==> config.mk <==
export PLATFORM = sky130hd
export DESIGN_NAME = dle_stuffed_packet_deframer_unit
export DESIGN_NICKNAME = d
export VERILOG_FILES = /design/src/dsd_pkg.sv /design/src/dsd_cfg_regs.sv /design/src/dsd_core.sv /design/src/dsd_out_reg.sv /design/src/dle_stuffed_packet_deframer_unit.sv
export SDC_FILE = /design/constraint.sdc
export NUM_CORES = 1
export LEC_CHECK = 0
export ABC_AREA = 1
export BUFFER_PORTS_ARGS = -buffer_cell sky130_fd_sc_hd__clkbuf_2
export CORE_ASPECT_RATIO = 1.5
export CORE_MARGIN = 8
export CORE_UTILIZATION = 40
export DETAILED_ROUTE_END_ITERATION = 6
export PLACE_DENSITY = 0.66
export SYNTH_ARGS = -nofsm -noshare
export SYNTH_HDL_FRONTEND = slang
export SYNTH_SLANG_ARGS = --single-unit
==> constraint.sdc <==
create_clock -name clk -period 2.34 [get_ports clk]
set_input_delay 0.117 -clock clk [delete_from_list [all_inputs] [get_ports clk]]
set_output_delay 0.117 -clock clk [all_outputs]
set_load 0.02 [all_outputs]
==> src/dsd_pkg.sv <==
// Package for the escape-stuffed packet deframer.
// Holds codes, widths and the structs shared by the core, register and output modules.
// No dependencies.
`default_nettype none

package dsd_pkg;

	localparam int BYTE_W = 8;
	localparam int KIND_W = 2;
	localparam int CFG_IDX_W = 1;

	// Register indexes on the configuration port
	localparam logic [CFG_IDX_W-1:0] REG_ESCAPE = 1'd0;
	localparam logic [CFG_IDX_W-1:0] REG_END    = 1'd1;

	// Reset values of the registers
	localparam logic [BYTE_W-1:0] ESCAPE_RESET = 8'h10;
	localparam logic [BYTE_W-1:0] END_RESET    = 8'h03;

	// Result kinds
	localparam logic [KIND_W-1:0] KIND_DATA = 2'd0;
	localparam logic [KIND_W-1:0] KIND_GOOD = 2'd1;
	localparam logic [KIND_W-1:0] KIND_BAD  = 2'd2;
	localparam logic [KIND_W-1:0] KIND_ERR  = 2'd3;

	// Configuration seen by the core
	typedef struct packed {
		logic [BYTE_W-1:0] escape_byte;
		logic [BYTE_W-1:0] end_byte;
	} cfg_t;

	// One result item
	typedef struct packed {
		logic [BYTE_W-1:0] position;
		logic [KIND_W-1:0] kind;
		logic [BYTE_W-1:0] out_byte;
	} res_t;

endpackage

`default_nettype wire

==> src/dsd_cfg_regs.sv <==
// Configuration registers of the deframer: escape byte and end byte.
// Depends on dsd_pkg.
`default_nettype none

module dsd_cfg_regs
	import dsd_pkg::*;
(
	input  wire logic                 clk,
	input  wire logic                 arst_n,
	input  wire logic                 cfg_we,
	input  wire logic [CFG_IDX_W-1:0] cfg_index,
	input  wire logic [BYTE_W-1:0]    cfg_wdata,
	output cfg_t                      cfg
);

	logic [BYTE_W-1:0] escape_q;
	logic [BYTE_W-1:0] end_q;

	// Write the addressed register
	always_ff @(posedge clk or negedge arst_n) begin
		if (!arst_n) begin
			escape_q <= ESCAPE_RESET;
			end_q    <= END_RESET;
		end else if (cfg_we) begin
			unique case (cfg_index)
				REG_ESCAPE: escape_q <= cfg_wdata;
				REG_END:    end_q    <= cfg_wdata;
				default:    ;
			endcase
		end
	end

	assign cfg.escape_byte = escape_q;
	assign cfg.end_byte    = end_q;

endmodule

`default_nettype wire

==> src/dsd_core.sv <==
// Deframing state machine: unstuffs one byte per cycle while adv is high, keeps checksum and body count.
// Depends on dsd_pkg.
`default_nettype none

module dsd_core
	import dsd_pkg::*;
(
	input  wire logic              clk,
	input  wire logic              arst_n,
	input  wire cfg_t              cfg,
	input  wire logic              adv,
	input  wire logic [BYTE_W-1:0] rx_byte,
	output logic                   res_valid,
	output res_t                   res
);

	localparam logic [1:0] PH_IDLE = 2'd0;
	localparam logic [1:0] PH_BODY = 2'd1;
	localparam logic [1:0] PH_ESC  = 2'd2;

	logic [1:0]        phase_q, phase_d;
	logic [BYTE_W-1:0] sum_q, sum_d;
	logic [BYTE_W-1:0] count_q, count_d;
	logic              is_esc, is_end, take;
	logic [BYTE_W-1:0] count_inc;

	assign is_esc = (rx_byte == cfg.escape_byte);
	assign is_end = (rx_byte == cfg.end_byte);
	// Saturate the body count at its top value
	assign count_inc = (count_q == {BYTE_W{1'b1}}) ? count_q : count_q + 1'b1;

	// Decode the byte against the current phase
	always_comb begin
		phase_d   = phase_q;
		take      = 1'b0;
		res_valid = 1'b0;
		res.out_byte = '0;
		res.kind     = KIND_DATA;
		res.position = count_q;
		unique case (phase_q)
			PH_BODY: begin
				if (is_esc) begin
					phase_d = PH_ESC;
				end else begin
					take = 1'b1;
				end
			end
			PH_ESC: begin
				if (is_esc) begin
					phase_d = PH_BODY;
					take    = 1'b1;
				end else begin
					phase_d   = PH_IDLE;
					res_valid = adv;
					if (is_end) begin
						res.kind = (sum_q == '0) ? KIND_GOOD : KIND_BAD;
					end else begin
						res.kind = KIND_ERR;
					end
				end
			end
			default: begin
				phase_d = is_esc ? PH_BODY : PH_IDLE;
			end
		endcase
		if (take) begin
			res_valid    = adv;
			res.out_byte = rx_byte;
		end
	end

	// Next sum and count
	always_comb begin
		sum_d   = sum_q;
		count_d = count_q;
		if (take) begin
			sum_d   = sum_q + rx_byte;
			count_d = count_inc;
		end else if (phase_q != PH_BODY && phase_q != PH_ESC && is_esc) begin
			sum_d   = '0;
			count_d = '0;
		end
	end

	// Advance state when the item leaves the input register
	always_ff @(posedge clk or negedge arst_n) begin
		if (!arst_n) begin
			phase_q <= PH_IDLE;
			sum_q   <= '0;
			count_q <= '0;
		end else if (adv) begin
			phase_q <= phase_d;
			sum_q   <= sum_d;
			count_q <= count_d;
		end
	end

endmodule

`default_nettype wire

==> src/dsd_out_reg.sv <==
// Output register of the deframer: holds one result item until the receiver takes it.
// Depends on dsd_pkg.
`default_nettype none

module dsd_out_reg
	import dsd_pkg::*;
(
	input  wire logic                clk,
	input  wire logic                arst_n,
	input  wire logic                res_valid,
	input  wire res_t                res,
	output logic                     out_free,
	output logic                     m_tvalid,
	input  wire logic                m_tready,
	output logic [2*BYTE_W-1:0]      m_tdata,
	output logic [KIND_W-1:0]        m_tuser
);

	logic valid_q;
	res_t res_q;

	assign out_free = !valid_q || m_tready;

	// Load a new result whenever the slot is empty or being drained
	always_ff @(posedge clk or negedge arst_n) begin
		if (!arst_n) begin
			valid_q <= 1'b0;
		end else if (out_free) begin
			valid_q <= res_valid;
		end
	end

	always_ff @(posedge clk) begin
		if (out_free && res_valid) begin
			res_q <= res;
		end
	end

	assign m_tvalid = valid_q;
	assign m_tdata  = {res_q.position, res_q.out_byte};
	assign m_tuser  = res_q.kind;

endmodule

`default_nettype wire

==> src/dle_stuffed_packet_deframer_unit.sv <==
// Escape-stuffed packet deframer with mod-256 checksum check.
// Input channel s_*: one raw received byte per item in s_tdata[7:0].
// Output channel m_*: m_tdata = {position, out_byte}, m_tuser = kind
//   (0 data byte, 1 end with good sum, 2 end with bad sum, 3 framing error).
// A packet opens with the escape byte; escape+escape is one data byte equal
// to the escape value, escape+end closes the packet, escape+other is an error.
// Configuration: cfg_we writes cfg_wdata into register cfg_index
//   (0 escape byte, reset 0x10; 1 end byte, reset 0x03). Write only while idle.
// Path: an accepted byte passes through the input register and is decoded into
//   the output register, which drives m_tvalid and holds the result until taken.
// Throughput: one item per cycle while the output is not stalled; the deframing state updates per advancing item.
// Reset: arst_n clears the valid flags of the input and output registers and returns to idle, waiting
//   for an escape byte; configuration registers take their reset values.
// Stall: while m_tready is low and a result waits, the input register holds
//   its byte and s_tready drops once that register is full.
// Depends on dsd_pkg, dsd_cfg_regs, dsd_core, dsd_out_reg.
`default_nettype none

module dle_stuffed_packet_deframer_unit
	import dsd_pkg::*;
(
	input  wire logic                 clk,
	input  wire logic                 arst_n,
	// Input stream; s_tdata: [7:0] rx_byte
	input  wire logic                 s_tvalid,
	output logic                      s_tready,
	input  wire logic [BYTE_W-1:0]    s_tdata,
	// Output stream; m_tdata: [7:0] out_byte, [15:8] position
	output logic                      m_tvalid,
	input  wire logic                 m_tready,
	output logic [2*BYTE_W-1:0]       m_tdata,
	// m_tuser: [1:0] kind
	output logic [KIND_W-1:0]         m_tuser,
	// Configuration write port
	input  wire logic                 cfg_we,
	input  wire logic [CFG_IDX_W-1:0] cfg_index,
	input  wire logic [BYTE_W-1:0]    cfg_wdata
);

	cfg_t              cfg;
	res_t              res;
	logic              res_valid;
	logic              out_free;
	logic              valid_s1;
	logic [BYTE_W-1:0] byte_s1;
	logic              adv;

	dsd_cfg_regs u_cfg (
		.clk       (clk),
		.arst_n    (arst_n),
		.cfg_we    (cfg_we),
		.cfg_index (cfg_index),
		.cfg_wdata (cfg_wdata),
		.cfg       (cfg)
	);

	// Item in the input register moves on when the output slot can take it
	assign adv      = valid_s1 && out_free;
	assign s_tready = !valid_s1 || out_free;

	// Input register
	always_ff @(posedge clk or negedge arst_n) begin
		if (!arst_n) begin
			valid_s1 <= 1'b0;
		end else if (s_tready) begin
			valid_s1 <= s_tvalid;
		end
	end

	always_ff @(posedge clk) begin
		if (s_tready && s_tvalid) begin
			byte_s1 <= s_tdata;
		end
	end

	dsd_core u_core (
		.clk       (clk),
		.arst_n    (arst_n),
		.cfg       (cfg),
		.adv       (adv),
		.rx_byte   (byte_s1),
		.res_valid (res_valid),
		.res       (res)
	);

	dsd_out_reg u_out (
		.clk       (clk),
		.arst_n    (arst_n),
		.res_valid (res_valid),
		.res       (res),
		.out_free  (out_free),
		.m_tvalid  (m_tvalid),
		.m_tready  (m_tready),
		.m_tdata   (m_tdata),
		.m_tuser   (m_tuser)
	);

	// A result comes only from an item that leaves the input register
	assert property (@(posedge clk) disable iff (!arst_n) res_valid |-> adv)
		else $error("result produced without an advancing item");

	// A blocked item in the input register holds its byte
	assert property (@(posedge clk) disable iff (!arst_n)
		(valid_s1 && !out_free) |=> (valid_s1 && $stable(byte_s1)))
		else $error("input register lost a blocked item");

	// Only data results carry a byte
	assert property (@(posedge clk) disable iff (!arst_n)
		(m_tvalid && m_tuser != KIND_DATA) |-> (m_tdata[BYTE_W-1:0] == '0))
		else $error("non-data result carries a byte");

endmodule

`default_nettype wire
==> impl_metrics.ini <==
[status]
outcome = completed

[synthesis]
synth_nets = 341
synth_warnings = 0
async_flop_share_pct = 58.1
syn_inst = 308
ys_ff_latch = 62
synth.cell_area_um2 = 3080
yosysMostFrequentCell = nand2_1
synth_top_cell_by_area = dfrtp_1
synth-edff-count = 26
syn_avg_cell_area_um2 = 10.0
synth_top_area_share_pct = 26.8
synth_area_leaders = dfrtp_1 (27%), edfxtp_1 (25%), nand2_1 (9.3%), ha_1 (4.1%), inv_1 (3.9%)
synth-seq-area-share_pct = 54.7
synthDistinctLibCells = 35
synthTopCellsByCount = nand2_1 (76), dfrtp_1 (33), inv_1 (32), edfxtp_1 (26), nor2_1 (19)
synth_flop_cell = dfrtp_1

[global_routing]
grt_start_max_net_pins = 37
first_global_vias = 2356
gr-total-overflow = 0
grt_use_total_pct = 13.7
antenna_found_initial = 0
grt_pass1_wl_um = 11000

[critical_path]
cp_max_fo = 4
required_ps = 2550
r2r.worst_path.cells = 9
arrival_ps = 2200
r2r-end = u_core.sum_q[6]
cpMostUsedCell = nand2_1
cp-start-kind = register
r2r_setup_slack_ps = 360
reg2reg_from = byte_s1[0]
cpMaxStageDelayCell = edfxtp_1
crit_path_max_incr_delay_ps = 470
endpoint_kind = register
path_cells = ha_1 -> fa_1 -> nand3_1 -> nand2_1 -> nand2_1 -> a21oi_1 -> or2_2 -> nand3_1 -> nand2_1
path_class = register to register

[die]
die_h_um = 124
io_pins = 42
dieArea_um2 = 10800
initial_core_util_pct = 40.8
core-area_um2 = 7560
fp.dieW_um = 87.7
row_count = 39

[sta]
finalCritPeriodShare_pct = 84.8
clock.fmax_ghz = 0.504
skew_ps = 4.81
setup_viol = 0
slew_violations = 0
rsz0062_at_grt = no
fin_crit_ps = 1980
worst_pin_slew_ps = 916
fin_tns_setup_ps = 0
hold_viol = 0
maxSlewHeadroom_pct = 38.9

[cts]
cts.repair.resized = 0
cts_tree = done
cts_hold_buf = 9
clock_path_buffers = 2
htreeDepth = 3
clock_latency_ps = 330
cts_buffers = 9
cts_root_buffer = clkbuf_16
clkTransAtPathRegs_ps = 50
cts_setup_buffers = 0
cts.sinks = 62

[min_path]
worstHoldPathType = input port to register
worstHoldEndpoint = valid_s1
min_from = s_tvalid
min_path_cells = 3

[route]
ant_nets = 0
num_vias = 2256
routedWlPerCell_um = 13.6
first_pass_iters = 4
initialDrtViolationCount = 70
routed_wl_um = 6440
drc_errors = 0
vias_per_cell = 4.75

[final_layout]
drive_above_1_share_pct = 21.4
nets = 401
area_growth_pct = 22.8
postLayoutCoreUtil_pct = 50.0
antenna_cells = 0
fillers = 704

[placement]
routabilityCongestion = 0.826
dpl.hpwl_um = 4840
port_buffers = 41

[power_and_ir_drop]
pwr_density_cell_nw_per_um2 = 844
combPwrFrac_pct = 18.2
power.share.sequential_pct = 43.3
power.switching_mw = 0.890
power_frac_clock_pct = 38.6
p_int_mw = 2.30
leakage_nw = 1.79
peakVddDrop_uv = 549
swShare_pct = 27.9

[flow_run]
cap_violations = 0
## placed cells by master, fill, tap and decap left out, drive strengths merged
cell type    Yosys  routed
edfxtp          26      26
xor2            13      13
nor4             3       3
xnor2           10      10
nor3             1       1
dlygate4sd3      0       9
nand3           14      14
buf              1       3
dfrtp           33      33
clkbuf           3      56
nor2            21      21
nand3b           1       1
clkinv           0       1
fa               1       1
nand2           84      84
ha              10      10
o21ai           21      21
nand4            8       8
and3             1       1
or2              3       3
dfstp            3       3
o31ai            1       1
a21oi           16      16
nor3b            1       1
inv             33      33
## cells by family (layout without fill, tap and decap cells)
kind of cell,Yosys count,in the layout,share of synthesized area (%)
flip-flops,62,62,54.7
AND/OR/NAND/NOR,137,137,22.2
AO/OA/AOI/OAI,38,38,6.98
buffers and inverters,37,102,4.87
adder cells (fa/ha/maj),11,11,4.71
XOR/XNOR,23,23,6.53
## layer usage
| layer | wire length [um] | track usage (%) |
|---|---|---|
| met3 | 366 | 4.32 |
| met4 | 186 | 8.11 |
| met5 | 0 | 0 |
| met1 | 2510 | 13.8 |
| met2 | 3370 | 24.1 |
## critical path, delay by kind of cell (launching register included)
family	cells	cell delay, ps
fa+ha+maj	2	690
simple gates	6	650
flops	1	470
compound gates	1	70
## sequential cells by signal (all words and copies together) (netlist names)
name and flops:
u_core.phase_q 2, u_core.count_q 8, u_cfg.end_q 8, u_out.m_tuser 2, u_cfg.escape_q 8, u_core.sum_q 8
u_out.m_tvalid 1, valid_s1 1, byte_s1 8, u_out.m_tdata 16
## through the flow
stage               worst slack [ps]  total power [mW]  instances  area [um2]  hold slack [ps]
global route                     196              3.36        475        3780             26.9
CTS                              330              3.24        475        3780             3.78
floorplan                        529              1.79        308        3080             -179
global placement                 390              1.97        450        3410              295
detailed placement               339              1.98        450        3410              296
finish                           356              3.19        475        3780             10.1
## power groups by stage
stage          Clock, mW  Combinational (mW)  Sequential, mW
3_5_place_dp           0               0.579            1.40
2_1_floorplan          0               0.345            1.45
5_1_grt             1.31               0.653            1.40
6_report            1.23               0.580            1.38
4_1_cts             1.27               0.592            1.38
3_3_place_gp           0               0.569            1.40
## worst max path at each step
stage,startpoint,endpoint,slack [ps],cells past startpoint
floorplan,byte_s1[2],u_out.m_tdata[0],530,7
detailed placement,byte_s1[0],u_core.sum_q[6],340,9
CTS,byte_s1[0],u_core.sum_q[6],330,9
global route,byte_s1[1],u_out.m_tdata[0],200,8
global placement,byte_s1[0],u_core.sum_q[6],390,9
finish,byte_s1[0],u_core.sum_q[6],360,9
## layout make-up
type	instances	area [um2]	share of cell area [%]
sequential	62	1690	44.5
multi-input combinational	209	1250	33.0
timing repair buffer	53	318	8.40
tap	102	128	3.37
clock buffer	15	278	7.34
inverter	33	124	3.27
clock inverter	1	5.00	0.132
No activity file was read; power rests on OpenSTA's default activity.
